File: config.mk
export PLATFORM = sky130hd
export DESIGN_NAME = http_header_field_locator
export DESIGN_NICKNAME = d
export VERILOG_FILES = /design/src/hdl/hfl_pkg.sv /design/src/hdl/hfl_scan.sv /design/src/hdl/http_header_field_locator.sv
export SDC_FILE = /design/constraint.sdc
export NUM_CORES = 1
export LEC_CHECK = 0
export BUFFER_PORTS_ARGS = -buffer_cell sky130_fd_sc_hd__buf_2
export CAP_MARGIN = 20
export CORE_UTILIZATION = 40
export CTS_BUF_LIST = sky130_fd_sc_hd__clkbuf_4
export CTS_CLUSTER_DIAMETER = 40
export DETAILED_ROUTE_END_ITERATION = 8
export PLACE_DENSITY = 0.69
export SYNTH_ARGS = -nofsm -noshare
export SYNTH_HDL_FRONTEND = slang
export SYNTH_SLANG_ARGS = --single-unit
File: constraint.sdc
create_clock -name clk -period 5.9 [get_ports clk]
set_clock_uncertainty 0.1 [all_clocks]
set_input_delay 1.18 -clock clk [delete_from_list [all_inputs] [get_ports clk]]
set_output_delay 1.18 -clock clk [all_outputs]
set_load 0.02 [all_outputs]
File: src/hdl/hfl_pkg.sv
// Shared types, constants and helper functions for the HTTP header field locator.
// Used by hfl_scan and http_header_field_locator; depends on nothing else.
package hfl_pkg;

  localparam int MAX_PATTERN = 8;
  localparam int MAX_PAYLOAD = 2048;
  localparam int POS_W       = 12;
  localparam int PLEN_W      = 4;
  localparam int WIN_IDX_W   = $clog2(MAX_PATTERN);
  localparam int CRLF_W      = 3;
  localparam int CFG_IDX_W   = 2;
  localparam int CFG_DATA_W  = 8 * MAX_PATTERN;

  // Configuration register indexes.
  localparam logic [CFG_IDX_W-1:0] CFG_PATTERN_BYTES   = 2'd0;
  localparam logic [CFG_IDX_W-1:0] CFG_PATTERN_LENGTH  = 2'd1;
  localparam logic [CFG_IDX_W-1:0] CFG_TERMINATOR_BYTE = 2'd2;

  localparam logic [CFG_DATA_W-1:0] PATTERN_RESET = '0;
  localparam logic [PLEN_W-1:0]     PAT_LEN_RESET = 4'd6;
  localparam logic [7:0]            TERM_RESET    = 8'h0D;

  localparam logic [7:0] CHAR_CR = 8'h0D;
  localparam logic [7:0] CHAR_LF = 8'h0A;
  localparam logic [CRLF_W-1:0] CRLF_DONE = 3'd4;

  typedef logic [7:0] byte_t;

  typedef enum logic [1:0] {
    VERDICT_NONE    = 2'd0,
    VERDICT_FOUND   = 2'd1,
    VERDICT_PARTIAL = 2'd2
  } verdict_t;

  typedef struct packed {
    logic [CFG_DATA_W-1:0] pattern;
    logic [PLEN_W-1:0]     used_len;
    byte_t                 term;
  } hfl_cfg_t;

  typedef struct packed {
    logic       truncated;
    logic [POS_W-1:0] value_length;
    logic [POS_W-1:0] value_offset;
    verdict_t   verdict;
  } hfl_result_t;

  function automatic byte_t lower_ascii(input byte_t c);
    byte_t r;
    r = c;
    if (c >= 8'h41 && c <= 8'h5A) begin
      r = c + 8'd32;
    end
    return r;
  endfunction

  // Pattern length saturated to 1..MAX_PATTERN.
  function automatic logic [PLEN_W-1:0] used_length(input logic [PLEN_W-1:0] len);
    logic [PLEN_W-1:0] r;
    r = len;
    if (len == '0) begin
      r = PLEN_W'(1);
    end else if (len > PLEN_W'(MAX_PATTERN)) begin
      r = PLEN_W'(MAX_PATTERN);
    end
    return r;
  endfunction

endpackage

File: src/hdl/hfl_scan.sv
// Per-payload scan state: byte window, CR LF CR LF detector, pattern match and value counter.
// Depends on hfl_pkg; one byte is consumed per step and the verdict is formed in the same cycle.
module hfl_scan import hfl_pkg::*; (
  input  logic        clk,
  input  logic        rst_n,
  input  logic        step,
  input  byte_t       data_byte,
  input  logic        last_byte,
  input  hfl_cfg_t    cfg,
  output hfl_result_t result
);

  byte_t              win_r   [MAX_PATTERN];
  byte_t              win_nxt [MAX_PATTERN];
  logic [POS_W-1:0]   pos_r, pos_nxt;
  logic [CRLF_W-1:0]  crlf_r, crlf_nxt;
  logic [POS_W-1:0]   hend_r, hend_nxt;
  logic               hseen_r, hseen_nxt;
  logic               match_r, match_nxt;
  logic [POS_W-1:0]   vstart_r, vstart_nxt;
  logic [POS_W-1:0]   vcount_r, vcount_nxt;
  logic               tseen_r, tseen_nxt;
  logic               prefix_r, prefix_nxt;
  logic               ovf_r, ovf_nxt;

  logic [POS_W-1:0]   n_ext;
  logic [POS_W-1:0]   pos_inc;
  logic [POS_W-1:0]   start;
  logic               win_eq;
  logic [PLEN_W-1:0]  pidx;

  assign n_ext   = POS_W'(cfg.used_len);
  assign pos_inc = pos_r + POS_W'(1);
  assign start   = pos_inc - n_ext;

  always_comb begin
    win_nxt[0] = data_byte;
    for (int k = 1; k < MAX_PATTERN; k++) begin
      win_nxt[k] = win_r[k-1];
    end
  end

  // The newest byte sits at window index 0, so window index j holds pattern char n-1-j.
  always_comb begin
    win_eq = 1'b1;
    pidx   = '0;
    for (int j = 0; j < MAX_PATTERN; j++) begin
      pidx = cfg.used_len - PLEN_W'(1) - PLEN_W'(j);
      if (PLEN_W'(j) < cfg.used_len &&
          win_nxt[j] != cfg.pattern[8*pidx[WIN_IDX_W-1:0] +: 8]) begin
        win_eq = 1'b0;
      end
    end
  end

  always_comb begin
    pos_nxt    = pos_r;
    crlf_nxt   = crlf_r;
    hend_nxt   = hend_r;
    hseen_nxt  = hseen_r;
    match_nxt  = match_r;
    vstart_nxt = vstart_r;
    vcount_nxt = vcount_r;
    tseen_nxt  = tseen_r;
    prefix_nxt = prefix_r;
    ovf_nxt    = ovf_r;

    if (pos_r >= POS_W'(MAX_PAYLOAD)) begin
      ovf_nxt = 1'b1;
    end else begin
      if (pos_r < n_ext &&
          lower_ascii(data_byte) != lower_ascii(cfg.pattern[8*pos_r[WIN_IDX_W-1:0] +: 8])) begin
        prefix_nxt = 1'b0;
      end

      if (match_r && !tseen_r) begin
        if (data_byte == cfg.term) begin
          tseen_nxt = 1'b1;
        end else begin
          vcount_nxt = vcount_r + POS_W'(1);
        end
      end

      if (!hseen_r) begin
        if (data_byte == CHAR_CR) begin
          crlf_nxt = crlf_r[0] ? '0 : crlf_r + CRLF_W'(1);
        end else if (data_byte == CHAR_LF) begin
          crlf_nxt = crlf_r[0] ? crlf_r + CRLF_W'(1) : '0;
        end else begin
          crlf_nxt = '0;
        end
        if (crlf_nxt >= CRLF_DONE) begin
          hseen_nxt = 1'b1;
          hend_nxt  = pos_r;
        end
      end

      if (!match_r && pos_inc >= n_ext) begin
        if ((!hseen_nxt || start < hend_nxt) && win_eq) begin
          match_nxt  = 1'b1;
          vstart_nxt = pos_inc;
        end
      end

      pos_nxt = pos_inc;
    end
  end

  always_comb begin
    result.verdict      = VERDICT_NONE;
    result.value_offset = '0;
    result.value_length = '0;
    result.truncated    = ovf_nxt;
    if (pos_nxt == '0) begin
      result.verdict = VERDICT_NONE;
    end else if (pos_nxt <= n_ext) begin
      result.verdict = prefix_nxt ? VERDICT_PARTIAL : VERDICT_NONE;
    end else if (match_nxt) begin
      result.value_offset = vstart_nxt;
      if (tseen_nxt) begin
        result.verdict      = VERDICT_FOUND;
        result.value_length = vcount_nxt;
      end else begin
        result.verdict = VERDICT_PARTIAL;
      end
    end
  end

  always_ff @(posedge clk) begin
    if (step) begin
      for (int k = 0; k < MAX_PATTERN; k++) begin
        win_r[k] <= win_nxt[k];
      end
    end
  end

  // The last byte of a payload returns every scan register but the byte window to its idle value.
  always_ff @(posedge clk) begin
    if (!rst_n || (step && last_byte)) begin
      pos_r    <= '0;
      crlf_r   <= '0;
      hend_r   <= '0;
      hseen_r  <= 1'b0;
      match_r  <= 1'b0;
      vstart_r <= '0;
      vcount_r <= '0;
      tseen_r  <= 1'b0;
      prefix_r <= 1'b1;
      ovf_r    <= 1'b0;
    end else if (step) begin
      pos_r    <= pos_nxt;
      crlf_r   <= crlf_nxt;
      hend_r   <= hend_nxt;
      hseen_r  <= hseen_nxt;
      match_r  <= match_nxt;
      vstart_r <= vstart_nxt;
      vcount_r <= vcount_nxt;
      tseen_r  <= tseen_nxt;
      prefix_r <= prefix_nxt;
      ovf_r    <= ovf_nxt;
    end
  end

endmodule

File: src/hdl/http_header_field_locator.sv
// Top level of the HTTP header field locator: stream ports, configuration registers,
// input and result registers around the hfl_scan update logic. Depends on hfl_pkg and hfl_scan.

// The block takes one payload byte per clock cycle and never stalls the input on its own;
// it only holds in_tready low when a verdict is pending and the result register is still
// occupied. Each byte is captured in an input register and then processed by a single update
// stage, which a byte that ends a payload enters only once the result register is free; its
// verdict is then registered for output. One result transfer is made per payload, on its last
// byte. A payload ends when in_tlast is high; bytes past the 2048-byte limit are dropped and
// reported through the truncated flag. Configuration writes take effect at once and should
// be made between payloads.
module http_header_field_locator import hfl_pkg::*; (
  input  logic                  clk,
  input  logic                  rst_n,

  input  logic                  in_tvalid,
  output logic                  in_tready,
  input  logic [7:0]            in_tdata,   // [7:0] data_byte
  input  logic                  in_tlast,   // last_byte

  output logic                  out_tvalid,
  input  logic                  out_tready,
  output logic [31:0]           out_tdata,  // [1:0] verdict, [13:2] value_offset,
                                            // [25:14] value_length, [26] truncated

  input  logic                  cfg_wr_en,
  input  logic [CFG_IDX_W-1:0]  cfg_index,
  input  logic [CFG_DATA_W-1:0] cfg_wdata
);

  logic [CFG_DATA_W-1:0] pattern_r;
  logic [PLEN_W-1:0]     pat_len_r;
  byte_t                 term_r;

  logic        s0_valid_r, s0_valid_nxt;
  byte_t       s0_byte_r;
  logic        s0_last_r;
  logic        out_valid_r, out_valid_nxt;
  hfl_result_t out_res_r;

  logic        in_xfer;
  logic        out_free;
  logic        proc;
  hfl_cfg_t    cfg;
  hfl_result_t scan_res;

  always_ff @(posedge clk) begin
    if (!rst_n) begin
      pattern_r <= PATTERN_RESET;
      pat_len_r <= PAT_LEN_RESET;
      term_r    <= TERM_RESET;
    end else if (cfg_wr_en) begin
      unique case (cfg_index)
        CFG_PATTERN_BYTES:   pattern_r <= cfg_wdata;
        CFG_PATTERN_LENGTH:  pat_len_r <= cfg_wdata[PLEN_W-1:0];
        CFG_TERMINATOR_BYTE: term_r    <= cfg_wdata[7:0];
        default: ;
      endcase
    end
  end

  assign cfg.pattern  = pattern_r;
  assign cfg.used_len = used_length(pat_len_r);
  assign cfg.term     = term_r;

  // A byte that ends a payload waits until the result register can take its verdict.
  assign out_free  = !out_valid_r || out_tready;
  assign proc      = s0_valid_r && (!s0_last_r || out_free);
  assign in_tready = !s0_valid_r || proc;
  assign in_xfer   = in_tvalid && in_tready;

  assign s0_valid_nxt  = in_xfer ? 1'b1 : (proc ? 1'b0 : s0_valid_r);
  assign out_valid_nxt = (proc && s0_last_r) ? 1'b1 : (out_tready ? 1'b0 : out_valid_r);

  always_ff @(posedge clk) begin
    if (!rst_n) begin
      s0_valid_r  <= 1'b0;
      out_valid_r <= 1'b0;
    end else begin
      s0_valid_r  <= s0_valid_nxt;
      out_valid_r <= out_valid_nxt;
    end
  end

  always_ff @(posedge clk) begin
    if (in_xfer) begin
      s0_byte_r <= in_tdata;
      s0_last_r <= in_tlast;
    end
    if (proc && s0_last_r) begin
      out_res_r <= scan_res;
    end
  end

  hfl_scan u_scan (
    .clk       (clk),
    .rst_n     (rst_n),
    .step      (proc),
    .data_byte (s0_byte_r),
    .last_byte (s0_last_r),
    .cfg       (cfg),
    .result    (scan_res)
  );

  assign out_tvalid = out_valid_r;
  assign out_tdata  = {5'd0, out_res_r};

  // A verdict never takes the unused code.
  a_verdict_code: assert property (@(posedge clk) disable iff (!rst_n)
    out_tvalid |-> out_tdata[1:0] != 2'd3)
    else $error("verdict holds an unused code");

  // No match means neither an offset nor a length.
  a_none_clean: assert property (@(posedge clk) disable iff (!rst_n)
    (out_tvalid && out_tdata[1:0] == VERDICT_NONE) |-> out_tdata[25:2] == '0)
    else $error("no-match verdict carries offset or length");

  // A partial verdict never carries a value length.
  a_partial_len: assert property (@(posedge clk) disable iff (!rst_n)
    (out_tvalid && out_tdata[1:0] == VERDICT_PARTIAL) |-> out_tdata[25:14] == '0)
    else $error("partial verdict carries a value length");

  // A byte held back by a pending verdict stays in the input register unchanged.
  a_s0_hold: assert property (@(posedge clk) disable iff (!rst_n)
    (s0_valid_r && !proc) |=> (s0_valid_r && $stable(s0_byte_r) && $stable(s0_last_r)))
    else $error("stalled input byte was lost or changed");

endmodule

# Word level (Yosys, flattened, before mapping)
# Memories as Yosys holds them, arrays and structs flattened.
# Cells that the tools add are included.
# word_totals
ff_bits	170
ramBits	64
inputBits	80
output_inout_bits	34
word_cells	175
n_memories	1
# memory_table
name	words	word_bits	read_ports	rd_clocked_by_memory_dff	write_ports	line	text
u_scan.win_r	8	8	7	0	8	hfl_scan.sv:13	byte_t win_r [MAX_PATTERN];
# classes
n_addsub	14
n_lt_le_gt_ge	19
eq_ne	14
shifts	9
n_mux	52
bitwise	4
n_reduce_logical	41
# op_table
cell	n
indexed part select 64 x 7 -> 8 bit	9
2-to-1 mux 12 bit	10
inequality test 8 bit	9
2-to-1 mux 8 bit	4
2-to-1 mux 1 bit	26
adder 12 x 1 -> 12 bit (second input constant)	2
2-to-1 mux 3 bit	6
logical AND 1 bit	17
adder 8 x 6 -> 8 bit (second input constant)	2
equality test 8 x 4 -> 1 bit (second input constant)	2
>= comparator 8 x 7 -> 1 bit (second input constant)	2
<= comparator 8 x 7 -> 1 bit (second input constant)	2
less-than comparator 3 x 4 -> 1 bit (first input constant)	4
>= comparator 12 bit (second input constant)	1
>= comparator 12 x 4 -> 1 bit	1
<= comparator 12 x 4 -> 1 bit	1
zero test 12 bit	1
less-than comparator 12 bit	1
less-than comparator 12 x 4 -> 1 bit	1
subtractor 12 x 4 -> 12 bit	1
subtractor 3 bit (second input constant)	4
equality test 8 bit	1
less-than comparator 1 x 4 -> 1 bit (first input constant)	2
less-than comparator 2 x 4 -> 1 bit (first input constant)	2
19 further kinds	42

# Depth between registers and ports, before layout
# logic_depth
ltp_word	21
ltp_mapped	25

# Modules after synthesis
# A second synthesis with hierarchy kept.
# hier_totals
hier_cells	1350
area_unflattened_um2	14221.1
# modules_own_cells
module	instances	cells_per_inst	area_per_inst_um2	seq_area_each_um2
hfl_scan	1	966	9873.2	2802.7
http_header_field_locator	1	384	4347.9	2642.5

# Least setup slack after synthesis
# OpenSTA, ideal clock, no wires.
# synth_path
path_type	register to register
start	register u_scan.pos_r[1]
end	register out_res_r (netlist bit out_tdata[19]), data pin
setup_ps	160
t_arrival_ps	4943
t_required_ps	5640
path_slack_ps	698
path_stages_with_launch	26
n_path_buf	3
path_cell_list	dfxtp_1 buf_1 clkbuf_1 inv_1 ha_1 ha_1 inv_1 nor2_1 o21ai_0 nand2b_1 a211oi_1 and3_1 nand2_1 nor2_1 xnor2_1 ha_1 o21a_1 o21ai_0 a21oi_1 nor2_1 o2bb2ai_1 nand4b_1 a2111oi_2 o211ai_2 buf_6 a211oi_2
# synth_via
elab_chain_len	11
# synth_lines
element	line	text
start: declaration	hfl_scan.sv:15	logic [POS_W-1:0] pos_r, pos_nxt;
start signal: assignment	hfl_scan.sv:151	pos_r <= pos_nxt;
branches (longest 11 deep; another with adder 12 x 1 -> 12 bit)	n/a	
end signal: assignment	http_header_field_locator.sv:91	out_res_r <= scan_res;
end: declaration	http_header_field_locator.sv:39	hfl_result_t out_res_r;
# Parallel ways; which one is timed is not known. The select of a mux whose other input is x is not followed.
# A chain may end at the register's enable or synchronous reset.

# Final worst setup path
# layout_path
start	register u_scan.pos_r[0]
end	register out_res_r (netlist bit out_tdata[17]), data pin
# Same word-level chain as after synthesis.

==> results by group <==
Power
  – Lkg Pwr: 5.92 nW
  – Power per standard cell area: approximately 230 nW/um^2
  – Final total power: 0.00364 W
  – Max rail drop VDD: 0.145 mV

Die
  – Row count: 68
  – Die area: roughly 36000 um^2
  – Starting Density: 40.9%
  – # IOs: 114
  – Chip height: 191 um
  – DIE WIDTH: 191 um
  – Core Area: 34800 um^2

Yosys
  – Synth top area cells: edfxtp_1 (19%), dfxtp_1 (19%), mux2i_1 (6.1%)
  – Register area share after synthesis: 38.2%
  – Largest area contributor in the netlist: edfxtp_1
  – Predominant post-synthesis flop cell: dfxtp_1
  – Seq cells post-synth: approximately 230
  – Cells after Synth: between 1000 and 1500
  – Ys Warns: 0
  – Yosys top cell area share: 19.4%
  – Cell variety after synth: 94
  – Post-synth EDFFs: 92
  – Avg Inst Size Synth: 9.64 um^2
  – Ys async rst share: 0%
  – Cell Area, Synth: 14200 um^2

CTS
  – Clk slew on worst S/H paths: 70 ps
  – CTS max path bufs: 3
  – Post-CTS Setup Inserts: 0
  – Total CTS buffers: 59
  – Root Driver: clkbuf_4
  – CTS tree: yes
  – H-tree Lvls: 2
  – Post-CTS Resized: 0
  – Worst-Skew Late Latency: between 700 and 800 ps
  – Clock Sinks: between 200 and 250
  – Hold buffer count at CTS: 0

Timing
  – Setup ws final: 603 ps
  – Worst Max-Slew Pin Slew: ~990 ps
  – Fmax: 189 MHz
  – Slew Viols, Final: 0
  – Setup violators final: 0
  – Final hold vios: 0
  – RSZ-0062 raised after global routing: no
  – Post-layout min period: 5300 ps
  – WHS: 364 ps
  – Setup TNS: 0 ps
  – Slew headroom: 33.9%
  – Final period util: 89.8%

Route
  – DR WL/cell: 21.3 um
  – Routed wire length: 44.4 mm
  – Antenna Nets Post-Route: 0
  – Via count: around 12000
  – Routed vias/inst: 5.91
  – DRC Markers: 0
  – Drt pass-1 iters: 6
  – Initial DRC Count: 1198

Worst hold path
  – Hold Crit Class: flop to flop

Global routing
  – First-pass GRT wire length: 68.6 mm
  – Initial antenna violation count: 1
  – Largest net degree at the start of global routing: 82
  – Congestion Overflow GR: 0
  – Number of global-route vias before repair: approximately 12000
  – GRT Overall Usage: 24.5%

Final layout
  – Nets: 1693
  – Share of post-route cells with drive strength above 1: ~22%
  – Fin cells: 2082
  – Area of the multi-input gates: 8190 um^2
  – Commonest cells after routing, fill and taps aside: nand2_1 (218), dfxtp_1 (132), buf_2 (108)
  – Fillcell total: 3311
  – P&R area growth vs syn: 11.8%
  – Register area: between 5000 and 6000 um^2
  – Most common cell after layout, fill and taps aside: nand2_1

Worst setup path
  – Slack of the worst reg-to-reg path: 600 ps
  – Crit path max fanout: 15
  – CP Data Arrival Time: 5760 ps
  – CP endpoint kind: flop
  – Max stage delay on crit path: between 400 and 500 ps
  – CP cell instances: buf_4, nand3_1, xnor2_1, ha_1, a211oi_1, and3_1, nand2_1, nor2_1, xnor2_1, ha_1, o21a_1, o21ai_0, a21oi_1, nor2_1, o2bb2ai_1, nand4b_1, a2111oi_2, o211ai_2, buf_4, a211oi_1
  – Startpoint Class: flop
  – WP data required: 6360 ps
  – Critical path class: flop to flop
  – WP buf/inv: 2
  – CP max-delay cell: dfxtp_1
  – Cell family with most CP delay: compound AO/OA/AOI/OAI gates

Placement
  – Gp weighted congestion: ~1.1
  – Pre-CTS setup slack: roughly 640 ps
  – Port bufs: between 100 and 150
  – Inst Count DP: 1974
  – Detail Placement HPWL: 32.6 mm

Status
  – Outcome: finished clean

Job
  – Max Cap Viol: 0
worst paths after layout:
check / startpoint / to / cells after the start
setup reg to reg: u_scan.pos_r[0] / out_tdata[17] / 20
hold / removal: u_scan.prefix_r / u_scan.prefix_r / 1
setup / recovery: u_scan.pos_r[0] / out_tdata[17] / 20
hold reg to reg: u_scan.prefix_r / u_scan.prefix_r / 1
final cells by class:
class / instances / share of cell area [%]
repair buffers: 145 / 5.14
diodes: 1 / 0.0157
clock buffers: 93 / 4.38
inverters: 37 / 0.872
clock inverters: 13 / 0.369
flip-flops and latches: 226 / 34.2
well taps: 455 / 3.58
multi-input cells: 1112 / 51.4
flip-flops by register name (all words and copies together) (netlist names), 12 cells and up:
signal and cells:
pattern_r 64, u_scan.win_r 56, u_scan.pos_r 12, u_scan.vstart_r 12, out_tdata 27, u_scan.vcount_r 12, u_scan.hend_r 12
cells by family (layout without fill, tap and decap cells):
group,count (synthesis),after routing,share of synthesized area [%]
simple gates,470,470,15.4
compound gates,322,322,16.3
xor+xnor,112,112,7.07
fa+ha+maj,32,32,2.86
flops,226,226,38.2
buf+inv,143,288,4.43
mux,171,171,15.7
other cells,1,6,0.0263
worst reg2reg max path, cell delays in order (launching register included):
cell and delay, ps:
dfxtp_1 440, buf_4 300, nand3_1 190, xnor2_1 410
ha_1 320, a211oi_1 340, and3_1 250, nand2_1 80
nor2_1 130, xnor2_1 130, ha_1 260, o21a_1 170
o21ai_0 130, a21oi_1 60, nor2_1 110, o2bb2ai_1 140
nand4b_1 180, a2111oi_2 350, o211ai_2 420, buf_4 360
a211oi_1 230
through the flow:
stage / instance area [um^2] / utilization [%]
floorplan: 14300 / -
CTS: 15900 / 45.7
global route: 15900 / 45.8
finish: 15900 / 45.8
detailed placement: 15200 / 43.6
global placement: 15200 / 43.6
power by group:
part	internal, W	switching, W	total, W
registers	0.00167	0.0000565	0.00172
logic	0.000222	0.000329	0.000551
clock network	0.000711	0.000654	0.00136
total	0.00260	0.00104	0.00364
synth_stat cells (36+ instances only):
master      n
mux2i_1    87
o22ai_1    50
xnor2_1    60
mux2_2     42
xor2_1     50
clkbuf_1   63
nor2_1     86
a21oi_1    41
mux4_2     36
edfxtp_1   92
dfxtp_1   134
o21ai_0    36
nand2_1   218
a21boi_0   66
layer usage:
layer  vias up  track usage [%]  share of wire, %
met5         -                0                 0
met4         0             9.60               3.0
met3        99             7.34                11
met2       615             35.8                44
met1      5939             33.8                43
li1       5654                -                 -
(Power assumes the default switching activity.)
